File: src/jpsp_pkg.sv
// Package with the shared widths and direction codes of the jump point successor judge.
`timescale 1ns / 1ps

package jpsp_pkg;

   // Width of one grid coordinate.
   localparam int COORD_BITS = 12;

   // Signed width that holds a coordinate plus or minus a coordinate distance.
   localparam int WIDE_BITS = COORD_BITS + 2;

   // Largest coordinate value.
   localparam logic [COORD_BITS-1:0] COORD_MAX = {COORD_BITS{1'b1}};

   // Number of configuration registers and the width of their index.
   localparam int CSR_COUNT = 2;
   localparam int CSR_INDEX_BITS = 1;

   typedef enum logic [CSR_INDEX_BITS-1:0] {
      CSR_GOAL_X = 1'b0,
      CSR_GOAL_Y = 1'b1
   } csr_index_type;

   // Neighbor directions; north is toward smaller rows.
   typedef enum logic [2:0] {
      DIR_N  = 3'd0,
      DIR_NE = 3'd1,
      DIR_E  = 3'd2,
      DIR_SE = 3'd3,
      DIR_S  = 3'd4,
      DIR_SW = 3'd5,
      DIR_W  = 3'd6,
      DIR_NW = 3'd7
   } dir_type;

   typedef logic [COORD_BITS-1:0] coord_type;
   typedef logic signed [WIDE_BITS-1:0] wide_type;

endpackage

File: src/jump_point_successor_prune_clamp.sv
// Jump point successor judge: neighbor pruning, rejection of invalid destinations and goal-crossing clamp.
`timescale 1ns / 1ps

// A beat accepted at a rising edge is loaded into the input register and judged, and its result
// is loaded into the result register, which drives the rsp_ ports.
// Throughput: one beat per cycle; busy is always low since an input register and a result
// register bound one short stage of comparisons, subtractions and selects.
// Reset (synchronous, active high) clears both valid flags and sets goal_x and goal_y to 0.
// Results cannot be stalled: each one is on the ports, marked by rsp_valid, for exactly one cycle.
module jump_point_successor_prune_clamp (
   input  logic                               clock,
   input  logic                               reset,
   // Command channel.
   input  logic                               start,
   output logic                               busy,
   input  logic [jpsp_pkg::COORD_BITS-1:0]    req_cell_x,
   input  logic [jpsp_pkg::COORD_BITS-1:0]    req_cell_y,
   input  logic                               req_has_parent,
   input  logic [jpsp_pkg::COORD_BITS-1:0]    req_parent_x,
   input  logic [jpsp_pkg::COORD_BITS-1:0]    req_parent_y,
   input  logic [7:0]                         req_open_mask,
   input  logic [2:0]                         req_cand_dir,
   input  logic [jpsp_pkg::COORD_BITS-1:0]    req_dest_x,
   input  logic [jpsp_pkg::COORD_BITS-1:0]    req_dest_y,
   input  logic                               req_dest_valid,
   // Result channel.
   output logic                               rsp_valid,
   output logic                               rsp_accepted,
   output logic [jpsp_pkg::COORD_BITS-1:0]    rsp_succ_x,
   output logic [jpsp_pkg::COORD_BITS-1:0]    rsp_succ_y,
   // Configuration write port.
   input  logic                               csr_we,
   input  logic [jpsp_pkg::CSR_INDEX_BITS-1:0] csr_index,
   input  logic [jpsp_pkg::COORD_BITS-1:0]    csr_wdata
);

   // The forced-neighbor rule: the diagonal counts when the orthogonal cell on the
   // parent side is blocked and the diagonal cell itself is open.
   function automatic logic [7:0] forced(input logic [7:0] open, input jpsp_pkg::dir_type side,
                                         input jpsp_pkg::dir_type diag);
      logic [7:0] bits;
      bits = '0;
      if (!open[side] && open[diag]) begin
         bits[diag] = 1'b1;
      end
      return bits;
   endfunction

   function automatic logic [7:0] dir_bit(input jpsp_pkg::dir_type d);
      logic [7:0] bits;
      bits = '0;
      bits[d] = 1'b1;
      return bits;
   endfunction

   // Directions that survive pruning, given the direction toward the parent.
   function automatic logic [7:0] allowed_set(input jpsp_pkg::dir_type pdir,
                                              input logic [7:0] open);
      logic [7:0] set;
      case (pdir)
         jpsp_pkg::DIR_N: begin
            set = dir_bit(jpsp_pkg::DIR_S)
                | forced(open, jpsp_pkg::DIR_E, jpsp_pkg::DIR_SE)
                | forced(open, jpsp_pkg::DIR_W, jpsp_pkg::DIR_SW);
         end
         jpsp_pkg::DIR_NE: begin
            set = dir_bit(jpsp_pkg::DIR_SW) | dir_bit(jpsp_pkg::DIR_S) | dir_bit(jpsp_pkg::DIR_W)
                | forced(open, jpsp_pkg::DIR_N, jpsp_pkg::DIR_NW)
                | forced(open, jpsp_pkg::DIR_E, jpsp_pkg::DIR_SE);
         end
         jpsp_pkg::DIR_E: begin
            set = dir_bit(jpsp_pkg::DIR_W)
                | forced(open, jpsp_pkg::DIR_N, jpsp_pkg::DIR_NW)
                | forced(open, jpsp_pkg::DIR_S, jpsp_pkg::DIR_SW);
         end
         jpsp_pkg::DIR_SE: begin
            set = dir_bit(jpsp_pkg::DIR_NW) | dir_bit(jpsp_pkg::DIR_W) | dir_bit(jpsp_pkg::DIR_N)
                | forced(open, jpsp_pkg::DIR_S, jpsp_pkg::DIR_SW)
                | forced(open, jpsp_pkg::DIR_E, jpsp_pkg::DIR_NE);
         end
         jpsp_pkg::DIR_S: begin
            set = dir_bit(jpsp_pkg::DIR_N)
                | forced(open, jpsp_pkg::DIR_E, jpsp_pkg::DIR_NE)
                | forced(open, jpsp_pkg::DIR_W, jpsp_pkg::DIR_NW);
         end
         jpsp_pkg::DIR_SW: begin
            set = dir_bit(jpsp_pkg::DIR_NE) | dir_bit(jpsp_pkg::DIR_N) | dir_bit(jpsp_pkg::DIR_E)
                | forced(open, jpsp_pkg::DIR_S, jpsp_pkg::DIR_SE)
                | forced(open, jpsp_pkg::DIR_W, jpsp_pkg::DIR_NW);
         end
         jpsp_pkg::DIR_W: begin
            set = dir_bit(jpsp_pkg::DIR_E)
                | forced(open, jpsp_pkg::DIR_N, jpsp_pkg::DIR_NE)
                | forced(open, jpsp_pkg::DIR_S, jpsp_pkg::DIR_SE);
         end
         default: begin
            set = dir_bit(jpsp_pkg::DIR_SE) | dir_bit(jpsp_pkg::DIR_E) | dir_bit(jpsp_pkg::DIR_S)
                | forced(open, jpsp_pkg::DIR_N, jpsp_pkg::DIR_NE)
                | forced(open, jpsp_pkg::DIR_W, jpsp_pkg::DIR_SW);
         end
      endcase
      return set;
   endfunction

   // Clamp a widened coordinate into the grid range.
   function automatic jpsp_pkg::coord_type sat(input jpsp_pkg::wide_type v);
      jpsp_pkg::coord_type r;
      if (v < 0) begin
         r = '0;
      end else if (v > $signed({2'b00, jpsp_pkg::COORD_MAX})) begin
         r = jpsp_pkg::COORD_MAX;
      end else begin
         r = v[jpsp_pkg::COORD_BITS-1:0];
      end
      return r;
   endfunction

   function automatic jpsp_pkg::wide_type widen(input jpsp_pkg::coord_type c);
      return $signed({2'b00, c});
   endfunction

   // Goal registers.
   jpsp_pkg::coord_type goal_x_ff, goal_y_ff;

   // Input register.
   logic                valid_ff;
   jpsp_pkg::coord_type cell_x_ff, cell_y_ff, parent_x_ff, parent_y_ff, dest_x_ff, dest_y_ff;
   logic                has_parent_ff, dest_valid_ff;
   logic [7:0]          open_mask_ff;
   jpsp_pkg::dir_type   cand_dir_ff;

   // Result register.
   logic                rsp_valid_ff, rsp_accepted_ff;
   jpsp_pkg::coord_type rsp_succ_x_ff, rsp_succ_y_ff;

   // Next values of the result register.
   logic                rsp_accepted_in;
   jpsp_pkg::coord_type rsp_succ_x_in, rsp_succ_y_in;

   logic                accept_beat;

   // Every cycle can take a new beat.
   assign busy        = 1'b0;
   assign accept_beat = start & ~busy;

   always_ff @(posedge clock) begin
      if (reset) begin
         goal_x_ff <= '0;
         goal_y_ff <= '0;
      end else if (csr_we) begin
         case (jpsp_pkg::csr_index_type'(csr_index))
            jpsp_pkg::CSR_GOAL_X: goal_x_ff <= csr_wdata;
            jpsp_pkg::CSR_GOAL_Y: goal_y_ff <= csr_wdata;
            default: ;
         endcase
      end
   end

   always_ff @(posedge clock) begin
      if (reset) begin
         valid_ff <= 1'b0;
      end else begin
         valid_ff <= accept_beat;
      end
      if (accept_beat) begin
         cell_x_ff      <= req_cell_x;
         cell_y_ff      <= req_cell_y;
         has_parent_ff  <= req_has_parent;
         parent_x_ff    <= req_parent_x;
         parent_y_ff    <= req_parent_y;
         open_mask_ff   <= req_open_mask;
         cand_dir_ff    <= jpsp_pkg::dir_type'(req_cand_dir);
         dest_x_ff      <= req_dest_x;
         dest_y_ff      <= req_dest_y;
         dest_valid_ff  <= req_dest_valid;
      end
   end

   // Judge and clamp the registered beat.
   always_comb begin
      jpsp_pkg::dir_type   pdir;
      logic [7:0]          set;
      logic                crossx, crossy;
      jpsp_pkg::coord_type dxg, dyg;
      jpsp_pkg::wide_type  ny_step, nx_step, nx_new, ny_new;

      // Direction toward the parent; a parent on the cell itself counts as west.
      if (parent_y_ff == cell_y_ff) begin
         pdir = (parent_x_ff > cell_x_ff) ? jpsp_pkg::DIR_E : jpsp_pkg::DIR_W;
      end else if (parent_y_ff < cell_y_ff) begin
         pdir = (parent_x_ff < cell_x_ff) ? jpsp_pkg::DIR_NW :
                (parent_x_ff > cell_x_ff) ? jpsp_pkg::DIR_NE : jpsp_pkg::DIR_N;
      end else begin
         pdir = (parent_x_ff < cell_x_ff) ? jpsp_pkg::DIR_SW :
                (parent_x_ff > cell_x_ff) ? jpsp_pkg::DIR_SE : jpsp_pkg::DIR_S;
      end
      set = has_parent_ff ? allowed_set(pdir, open_mask_ff) : 8'hFF;

      dxg = (goal_x_ff > cell_x_ff) ? goal_x_ff - cell_x_ff : cell_x_ff - goal_x_ff;
      dyg = (goal_y_ff > cell_y_ff) ? goal_y_ff - cell_y_ff : cell_y_ff - goal_y_ff;

      crossx = (cell_x_ff < goal_x_ff && goal_x_ff <= dest_x_ff)
            || (cell_x_ff > goal_x_ff && goal_x_ff >= dest_x_ff);
      crossy = (cell_y_ff < goal_y_ff && goal_y_ff <= dest_y_ff)
            || (cell_y_ff > goal_y_ff && goal_y_ff >= dest_y_ff);

      // Move along the edge's diagonal by the distance to the goal on the other axis.
      ny_step = (dest_y_ff > cell_y_ff) ? widen(cell_y_ff) + widen(dxg)
                                        : widen(cell_y_ff) - widen(dxg);
      nx_step = (dest_x_ff > cell_x_ff) ? widen(cell_x_ff) + widen(dyg)
                                        : widen(cell_x_ff) - widen(dyg);

      nx_new = widen(dest_x_ff);
      ny_new = widen(dest_y_ff);
      if (crossx && crossy) begin
         if (dxg < dyg) begin
            nx_new = widen(goal_x_ff);
            ny_new = ny_step;
         end else begin
            ny_new = widen(goal_y_ff);
            nx_new = nx_step;
         end
      end else if (crossx) begin
         nx_new = widen(goal_x_ff);
         if (cell_y_ff != dest_y_ff) begin
            ny_new = ny_step;
         end
      end else if (crossy) begin
         ny_new = widen(goal_y_ff);
         if (cell_x_ff != dest_x_ff) begin
            nx_new = nx_step;
         end
      end

      rsp_accepted_in = set[cand_dir_ff] & dest_valid_ff;
      // A rejected edge reports a zero successor.
      rsp_succ_x_in = rsp_accepted_in ? sat(nx_new) : '0;
      rsp_succ_y_in = rsp_accepted_in ? sat(ny_new) : '0;
   end

   always_ff @(posedge clock) begin
      if (reset) begin
         rsp_valid_ff <= 1'b0;
      end else begin
         rsp_valid_ff <= valid_ff;
      end
      rsp_accepted_ff <= rsp_accepted_in;
      rsp_succ_x_ff   <= rsp_succ_x_in;
      rsp_succ_y_ff   <= rsp_succ_y_in;
   end

   assign rsp_valid    = rsp_valid_ff;
   assign rsp_accepted = rsp_accepted_ff;
   assign rsp_succ_x   = rsp_succ_x_ff;
   assign rsp_succ_y   = rsp_succ_y_ff;

endmodule

File: config.mk
export PLATFORM = sky130hd
export DESIGN_NAME = jump_point_successor_prune_clamp
export DESIGN_NICKNAME = d
export VERILOG_FILES = /design/src/jpsp_pkg.sv /design/src/jump_point_successor_prune_clamp.sv
export SDC_FILE = /design/constraint.sdc
export NUM_CORES = 1
export LEC_CHECK = 0
export BUFFER_PORTS_ARGS = -buffer_cell sky130_fd_sc_hd__buf_2
export CORE_UTILIZATION = 51
export DETAILED_ROUTE_END_ITERATION = 16
export GPL_ROUTABILITY_DRIVEN = 0
export GPL_TIMING_DRIVEN = 0
export PLACE_DENSITY = 0.71
export SLEW_MARGIN = 20
export SYNTH_ARGS = -nofsm -noshare
export SYNTH_HDL_FRONTEND = slang
export SYNTH_SLANG_ARGS = --single-unit
File: constraint.sdc
create_clock -name clock -period 6.1 [get_ports clock]
set_input_delay 0.915 -clock clock [delete_from_list [all_inputs] [get_ports clock]]
set_output_delay 0.915 -clock clock [all_outputs]
set_load 0.02 [all_outputs]
Word level (Yosys, flattened, before mapping)
Index checks and enable logic that the tools add are counted.
- register bits after elaboration: 136
- latch bits: 0
- bits in writable memories: 0
- ROM bits: 0
- input bits: 102
- output and inout bits: 27
- logic and storage cells: 142
- memories: 0
- $add $sub $neg: 8
- multipliers: 0
- div/mod/pow operators: 0
- $lt $le $gt $ge: 21
- eq/ne operators: 9
- shift-type cells: 0
- muxes and demuxes: 51
- bitwise logic cells: 11
- reductions and logical operators: 25
- operators with widths (cell ; count):
    14-bit two-way mux ; 11
    12-bit greater-than comparator ; 7
    12-bit < comparator ; 5
    12-bit two-way mux ; 5
    8-bit one-hot mux with 7 select lines ; 1
    12-bit subtractor ; 4
    14-bit by 13-bit greater-than comparator with 1-bit output (second input constant) ; 2
    14-bit by 1-bit < comparator with 1-bit output (second input constant) ; 2
    12-bit by 12-bit adder with 13-bit output ; 2
    1-bit two-way mux ; 26
    12-bit by 12-bit subtractor with 13-bit output ; 2
    12-bit >= comparator ; 2
    12-bit less-or-equal comparator ; 2
    12-bit inequality test ; 2
    3-bit two-way mux ; 6
    1-bit logical AND ; 13
    12-bit == test ; 1
    5-bit by 6-bit bitwise OR with 6-bit output ; 2
    3-bit == test (second input constant) ; 3
    8-bit two-way mux ; 1
    2-bit by 8-bit bitwise OR with 8-bit output ; 1
    4-bit by 8-bit bitwise OR with 8-bit output ; 1
    8-bit by 2-bit bitwise OR with 8-bit output ; 1
    8-bit by 4-bit bitwise OR with 8-bit output ; 1
    14 further kinds ; 22

Longest topological paths before layout
Gate-level depths: netlist (run 1).
- depth after elaboration: 16
- depth in mapped cells: 24

Worst setup path before layout (run 1)
OpenSTA, ideal clock, no wires.
- path type: register to register
- start point: register cell_y_ff[10]
- end point: register rsp_succ_y_ff[10], in the netlist rsp_succ_y[10]
- arrival time: 5.515 ns
- slack: 0.444 ns
- stages on the path, launching flop included: 22
- buffers on the path: 3
- clock period less this slack: 5.656 ns
- cell sequence: edfxtp_1 > ha_1 > clkbuf_1 > nand4_1 > or3_1 > buf_2 > o21ai_1 > mux2_2 > a22o_1 > o21ai_0 > mux2_2 > o311ai_0 > ha_1 > or4_1 > a21oi_1 > o31ai_1 > a31oi_1 > nor3_1 > a211oi_2 > a21bo_2 > buf_2 > a211oi_1
- word-level cells in the longest chain between the ends: 11
- RTL lines (element ; line ; text):
    from (decl) ; jump_point_successor_prune_clamp.sv:127 ; jpsp_pkg::coord_type cell_x_ff, cell_y_ff, parent_x_ff, parent_y_ff, dest_x_ff, dest_y_ff;
    from (signal assigned) ; jump_point_successor_prune_clamp.sv:167 ; cell_y_ff <= req_cell_y;
    parallel branches: the longest is 11 deep, another holds 14-bit by 13-bit greater-than comparator with 1-bit output ; n/a ;
    to (signal assigned) ; jump_point_successor_prune_clamp.sv:249 ; rsp_succ_y_ff <= rsp_succ_y_in;
    to (decl) ; jump_point_successor_prune_clamp.sv:134 ; jpsp_pkg::coord_type rsp_succ_x_ff, rsp_succ_y_ff;
Parallel ways; which one is timed is not known. The select of a mux whose other input is x is not followed.
A chain may end at the register's enable or synchronous reset.

Worst setup path after layout (run 1)
- start point: register goal_y_ff[5]
- end point: register rsp_succ_x_ff[1], in the netlist rsp_succ_x[1]
- word-level cells in the longest chain between the ends: 10
- RTL lines (element ; line ; text):
    from (decl) ; jump_point_successor_prune_clamp.sv:123 ; jpsp_pkg::coord_type goal_x_ff, goal_y_ff;
    from (signal assigned) ; jump_point_successor_prune_clamp.sv:153 ; jpsp_pkg::CSR_GOAL_Y: goal_y_ff <= csr_wdata;
    12-bit subtractor / 12-bit greater-than comparator (equally long branches) ; jump_point_successor_prune_clamp.sv:200 ; dyg = (goal_y_ff > cell_y_ff) ? goal_y_ff - cell_y_ff : cell_y_ff - goal_y_ff;
    12-bit two-way mux ; jump_point_successor_prune_clamp.sv:200 ;
    12-bit by 12-bit subtractor with 13-bit output / 12-bit by 12-bit adder with 13-bit output (equally long branches) ; jump_point_successor_prune_clamp.sv:211, jump_point_successor_prune_clamp.sv:210 ;
    14-bit two-way mux ; jump_point_successor_prune_clamp.sv:210 ; nx_step = (dest_x_ff > cell_x_ff) ? widen(cell_x_ff) + widen(dyg)
    14-bit two-way mux ; jump_point_successor_prune_clamp.sv:230 ; if (cell_x_ff != dest_x_ff) begin
    14-bit two-way mux ; jump_point_successor_prune_clamp.sv:228 ; end else if (crossy) begin
    14-bit two-way mux ; jump_point_successor_prune_clamp.sv:223 ; end else if (crossx) begin
    14-bit two-way mux * ; jump_point_successor_prune_clamp.sv:215 ; if (crossx && crossy) begin
    14-bit by 13-bit greater-than comparator with 1-bit output / 14-bit by 1-bit < comparator with 1-bit output (equally long branches) ; jump_point_successor_prune_clamp.sv:110, jump_point_successor_prune_clamp.sv:108 ;
    12-bit two-way mux / 2-bit OR reduction (equally long branches) ; n/a ;
    to (signal assigned) ; jump_point_successor_prune_clamp.sv:248 ; rsp_succ_x_ff <= rsp_succ_x_in;
    to (decl) ; jump_point_successor_prune_clamp.sv:134 ;
Mark *: on every way between the ends. The rest lies on a longest branch, timed or not.

==> qor.txt, run 1 <==
Fmax: 0.1671 GHz
Synth Register Bits: 136
Die Wd: 153.4 um
Area contributors post-synth: edfxtp_1 22%, ha_1 19%, dfxtp_1 8.7%, a21oi_1 5.3%, inv_1 4.1%
Worst Setup End Kind: register
Total Power: 4.353 mW
Outcome: finished, final reports clean
CP Class: register to register
Clock latency at the later pin of the worst-skew pair: 0.43 ns
Worst path slowest cell: a211oi_1
# setup viols final: 0
CP delay by family, top: compound AO/OA/AOI/OAI gates
Largest net degree at the start of global routing: 57
Final worst-path cycle share: 0.9812
Htree depth: 4
Area share of the largest cell type after synthesis: 0.2185
Total grt overflow: 0
DP Worst Slack: -1.525 ns
CP Launch Point: goal_y_ff[5]
Post-Synthesis Cells: 1304
Final hold vios: 0
Number of global-route vias before repair: 10.32k
Port bufs: 126
Clock sinks: 136
Die height: 153.4 um
Max_cap viols: 0
Most Frequent Cell on Critical Path: a211o_1
Category of the worst setup path launch point: register
Power Dens Cells: 319.4 mW/mm^2
FP Rows: 55
Yosys cell types: 84
First-pass iteration count of the detailed router: 8
CTS buffer count: 17
Sequential area share after synthesis: 0.3059
Syn Nets: 1590
Detailed Route WL: 36.96 mm
Hold_sp: valid_ff
Initial antenna violation count: 2
Post-synth EDFFs: 85
Critical path's largest stage delay: 0.56 ns
Worst min path class: register to register
Clock edge transition at the registers on the reported setup and hold paths: 0.06 ns
CORE AREA: 0.02257 mm^2
Async SR Flop Fraction: 0
Leading area contributor after synthesis: edfxtp_1
Initial Util: 0.5176
Clock tree from TritonCTS: done
Via count: 10.91k
Die area: 0.02352 mm^2
Post-route ant nets: 0
Max clock buf depth: 2
CP arrival: 6.24 ns
DRC: 0
Syn Std Cell Area: 0.01168 mm^2
R2r startpoint: goal_y_ff[5]
Routed wire length per instance: 21.03 um
Tmin final: 5.985 ns
Share of post-route cells with drive strength above 1: 0.1787
Buffers and inverters on the worst path: 2
Critical Path RT: 6.35 ns
Post-CTS Hold Buffers: 0
Gr usage total: 0.3122
Worst setup slack after layout: 0.1147 ns
Worst ir drop on vdd: 0.0001692 V
Worst-path fanout max: 10
Crit path cell chain: inv_1 > ha_2 > nand4_1 > or3_1 > buf_2 > o21ai_4 > mux2_2 > a211o_1 > a211o_1 > o211ai_1 > xor2_2 > ha_1 > or4_1 > a21oi_2 > o31ai_4 > a31o_4 > nor3_4 > a211oi_2 > a211oi_1 > a311oi_2
Global-route wire length before repair: 56.28 mm
R2R Setup Slk: 0.11 ns
Number of DRC markers in iteration 0: 1055
Post-synth top flop: edfxtp_1
Root Buffer: clkbuf_16
I/O pin cnt: 129
Multi-input gate area: 0.007659 mm^2
Net count, final: 1745
Synth Area per Inst: 8.959 um^2
Post-DP HPWL: 28.86 mm
Storage cell area: 0.003583 mm^2
Least-Margin Pin Slew: 1.074 ns
Leak: 6.026 nW
Final Skew: 0.009102 ns
Area Growth Syn to Fin: 16.64%
Vias per inst: 6.204
Slew headroom: 0.2775
Fillers: 1971
Fin. max-slew vios: 0
Yosys warnings: 0
## cells by family (layout without fill, tap and decap cells)
family	count (synthesis)	count (layout)	synth area share
AOI/OAI and AO/OA	395	395	0.2281
and+or+nand+nor	334	334	0.1401
adders and majority gates	184	184	0.2016
buffers and inverters	173	341	0.05805
DFF	136	136	0.3059
xor gates and xnor gates	44	44	0.03299
muxes	37	37	0.03299
other	1	2	0.0003210
## Yosys cell counts (all sizes together) (6+ instances only)
cell type    n
nand3       24
nand2      108
o32ai        6
inv        129
o21bai      10
and2         8
xor2        15
o21a         8
dfxtp       51
nand4       20
edfxtp      85
o22ai        6
a211oi      31
a221oi       7
buf         12
ha         177
clkbuf      32
mux2        12
o211ai      18
a31oi       18
o31ai        8
a2111oi      8
a211o        7
and3        11
nor4         8
mux2i       25
a21o        31
fa           7
nor2b       19
or2          6
a21boi       8
nor2        66
o21ai       53
xnor2       29
nor3        28
nand2b      15
or3          7
a21oi      125
## area by class of cell
class	instances	area share
Antenna cell	1	0.0001836
Buffer	37	0.01258
Clock buffer	19	0.03250
Clock inverter	13	0.01074
Inverter	129	0.03553
Multi-Input combinational cell	995	0.5620
Sequential cell	136	0.2630
Tap cell	285	0.02617
Timing Repair Buffer	143	0.05730
## state kept, by name, summed over array words and instances (netlist names), 3 cells and up
| signal | count |
|---|---|
| dest_y_ff | 12 |
| rsp_succ_x | 12 |
| rsp_succ_y | 12 |
| cand_dir_ff | 3 |
| open_mask_ff | 8 |
| parent_x_ff | 12 |
| parent_y_ff | 12 |
| cell_x_ff | 12 |
| dest_x_ff | 12 |
| cell_y_ff | 12 |
| goal_y_ff | 12 |
| goal_x_ff | 12 |
## power breakdown
group	internal [mW]	leakage, nW	switching, mW	total (mW)
combinational	0.815	4.49	1.31	2.13
clock	0.618	0.278	0.450	1.07
sequential	1.08	1.25	0.0720	1.16
## stage by stage
step,area (um^2),hold slack (ns),instances,utilization,TNS (ns)
final,13630,0.4390,1758,0.6037,0
after global routing,13630,0.4500,1758,0.6037,-0.04167
after CTS,13440,0.4391,1752,0.5953,0
after detailed placement,12710,0.4251,1716,0.5629,-27.00
after global placement,12670,0.4167,1715,0.5613,-25.52
after floorplan,11680,0.4138,1304,-,0
## worst register-to-register path: cells and delay by family (launching register included)
kind / cells / cell delay (ns)
AOI/OAI and AO/OA: 10 / 2.43
and+or+nand+nor: 4 / 1.33
adders and majority gates: 2 / 0.67
DFF: 1 / 0.44
muxes: 1 / 0.39
buffers and inverters: 2 / 0.36
xor gates and xnor gates: 1 / 0.19
## per-layer routing
| metal | routed length, um | share of wire | up-vias | GRT usage |
|---|---|---|---|---|
| li1 | - | - | 5114 | - |
| met1 | 15040 | 0.41 | 5027 | 0.4075 |
| met2 | 16620 | 0.45 | 621 | 0.5038 |
| met3 | 3528 | 0.095 | 142 | 0.05387 |
| met4 | 1758 | 0.048 | 2 | 0.1452 |
| met5 | 16 | 0.00043 | - | 0 |
## path summary, 6_finish.rpt
path,cells after the start,endpoint
hold / removal,1,rsp_valid
hold reg to reg,1,rsp_valid
setup reg to reg,20,rsp_succ_x[1]
setup / recovery,20,rsp_succ_x[1]
## what timing repair did
| item | 4_1_cts | 5_1_grt |
|---|---|---|
| buffers inserted | 9 | 7 |
| pin swaps | 3 | 10 |
| resized for setup | 22 | 35 |
| endpoints found under the setup margin | 24 | 24 |
| gates cloned | 0 | 0 |
## layout by cell type, fill, tap and decap left out, types with 8 or more instances in the layout
master / count
a211oi_1: 27
a21boi_0: 8
a21o_1: 31
a21oi_1: 121
a31oi_1: 16
and3_1: 11
buf_2: 132
buf_4: 19
clkbuf_1: 25
clkbuf_16: 17
dfxtp_1: 43
dfxtp_2: 8
edfxtp_1: 85
ha_1: 171
inv_1: 129
mux2_2: 12
mux2i_1: 23
nand2_1: 107
nand2b_1: 15
nand3_1: 24
nand4_1: 20
nor2_1: 65
nor2b_1: 19
nor3_1: 25
nor4_1: 8
o211ai_1: 18
o21ai_0: 47
o21bai_1: 10
xnor2_1: 27
xor2_1: 13
Power figures use the tool's default switching activity.
==> inputs of run 2 (changes only) <==
- REMOVE_ABC_BUFFERS: not set -> 1
==> qor.txt, run 2 (synthesis gave the netlist of run 1 again) <==
Outcome: finished, final reports clean
Fin area: 0.01354 mm^2
Final worst-path cycle share: 0.9741
Critical Path RT: 6.42 ns
Die height: 153.4 um
Worst Hold Path Cells: 1
Net count, final: 1715
Die area: 0.02352 mm^2
Fin cells: 1728
# setup viols final: 0
Max clock buf depth: 2
Clock latency at the later pin of the worst-skew pair: 0.44 ns
Commonest non-fill, non-tap cell in the layout: ha_1
Clock edge transition at the registers on the reported setup and hold paths: 0.06 ns
Initial antenna violation count: 3
Clock tree from TritonCTS: done
Crit path cell chain: inv_1 > ha_2 > nand4_1 > or3_4 > o21ai_4 > mux2_2 > a211o_1 > a211o_1 > o211ai_1 > xor2_1 > ha_1 > or4_1 > a21oi_2 > o31ai_4 > a31o_4 > nor3_4 > buf_12 > a211o_2 > o41ai_4 > buf_4 > a2111oi_0
Hold_sp: valid_ff
Power Dens Cells: 324.9 mW/mm^2
Port bufs: 127
DRC: 0
Category of the worst setup path launch point: register
Detailed Route WL: 35.91 mm
Final Skew: 0.01896 ns
R2R Setup Slk: 0.16 ns
Die Wd: 153.4 um
Worst Setup End Kind: register
I/O pin cnt: 129
CORE AREA: 0.02257 mm^2
Worst min path class: register to register
Post-route ant nets: 0
Worst ir drop on vdd: 0.0002371 V
Share of post-route cells with drive strength above 1: 0.1741
R2r startpoint: goal_y_ff[7]
Placement Cell Area: 0.01255 mm^2
Fmax: 0.1683 GHz
Worst R2R Path Depth: 21
Buffers and inverters on the worst path: 3
CP Class: register to register
Placed cells: 1675
Number of global-route vias before repair: 10.49k
Max_cap viols: 0
Global-route wire length before repair: 55.70 mm
Reg2reg end: rsp_succ_x[9]
Setup total negative slack: 0 ns
Least-Margin Pin Slew: 1.076 ns
Root Buffer: clkbuf_16
Leak: 5.999 nW
Post-CTS Hold Buffers: 0
CP delay by family, top: compound AO/OA/AOI/OAI gates
Gr usage total: 0.3068
Hold EP: rsp_valid
First-pass iteration count of the detailed router: 5
Fin. max-slew vios: 0
Most frequent cells in the layout: 169 x ha_1, 129 x inv_1, 126 x buf_2
Via count: 10.89k
CTS buffer count: 17
Htree depth: 4
Total grt overflow: 0
Number of DRC markers in iteration 0: 907
Clock sinks: 136
Final hold vios: 0
CP arrival: 6.26 ns
Initial Util: 0.5176
Worst-path fanout max: 10
Post-DP HPWL: 27.90 mm
Slew headroom: 0.2809
Most Frequent Cell on Critical Path: a211o_1
Largest net degree at the start of global routing: 62
Worst path slowest cell: or3_4
Vias per inst: 6.300
WP depth: 21
Tmin final: 5.942 ns
Area Growth Syn to Fin: 15.94%
Routed wire length per instance: 20.78 um
FP Rows: 55
Critical path's largest stage delay: 0.53 ns
-- run 2: cell count changes in the layout (fill, tap and decap cells not counted), moves of 5 or more --
cell,before,now
buf_2,132,126
clkbuf_1,25,0
dfxtp_1,43,48
dfxtp_2,8,3
-- run 2: layer usage --
metal | global-route usage | vias to the layer above | wire length, um
met1 | 0.3818 | 5140 | 14390
li1 | - | 5051 | -
met3 | 0.07513 | 96 | 3587
met2 | 0.5066 | 595 | 16550
met4 | 0.1300 | 4 | 1357
met5 | 0 | - | 23
-- run 2: per-stage QoR --
step	hold WS (ns)	setup WS (ns)	util	power, mW
3_5_place_dp	0.4296	-1.865	0.5560	3.038
2_1_floorplan	0.4138	0.1609	-	2.489
4_1_cts	0.4548	0.01213	0.5936	4.276
6_report	0.4556	0.1582	0.6001	4.400
3_3_place_gp	0.4357	-1.805	0.5529	3.001
5_1_grt	0.4774	-0.04948	0.5999	4.626
-- run 2: what timing repair did --
item / in CTS / in global routing
resized for setup: 26 / 16
endpoints found under the setup margin: 24 / 24
pin swaps: 6 / 4
cloned: 1 / 0
setup buffers: 11 / 8
-- run 2: worst max-delay path by stage --
stage                              from             end
after global placement     cell_y_ff[9]  rsp_succ_y[10]
final                      goal_y_ff[7]   rsp_succ_x[9]
after global routing       goal_y_ff[7]   rsp_succ_x[9]
after floorplan            cell_y_ff[1]   rsp_succ_y[9]
after detailed placement   cell_y_ff[9]  rsp_succ_y[10]
after CTS                 cell_y_ff[10]   rsp_succ_x[1]
-- run 2: power by group --
part,internal (mW),switching (mW),total (mW)
registers,1.08,0.0712,1.16
clock network,0.697,0.459,1.16
logic,0.814,1.28,2.09
total,2.59,1.81,4.40
-- run 2: area by class of cell --
| class | instances | area (um^2) |
|---|---|---|
| diodes | 1 | 2.502 |
| clock buffers | 17 | 425.4 |
| clock inverters | 15 | 216.5 |
| fillers | 1939 | 9027 |
| inverters | 129 | 484.2 |
| multi-input cells | 996 | 7639 |
| flip-flops and latches | 136 | 3577 |
| well taps | 285 | 356.6 |
| repair buffers | 149 | 843.3 |
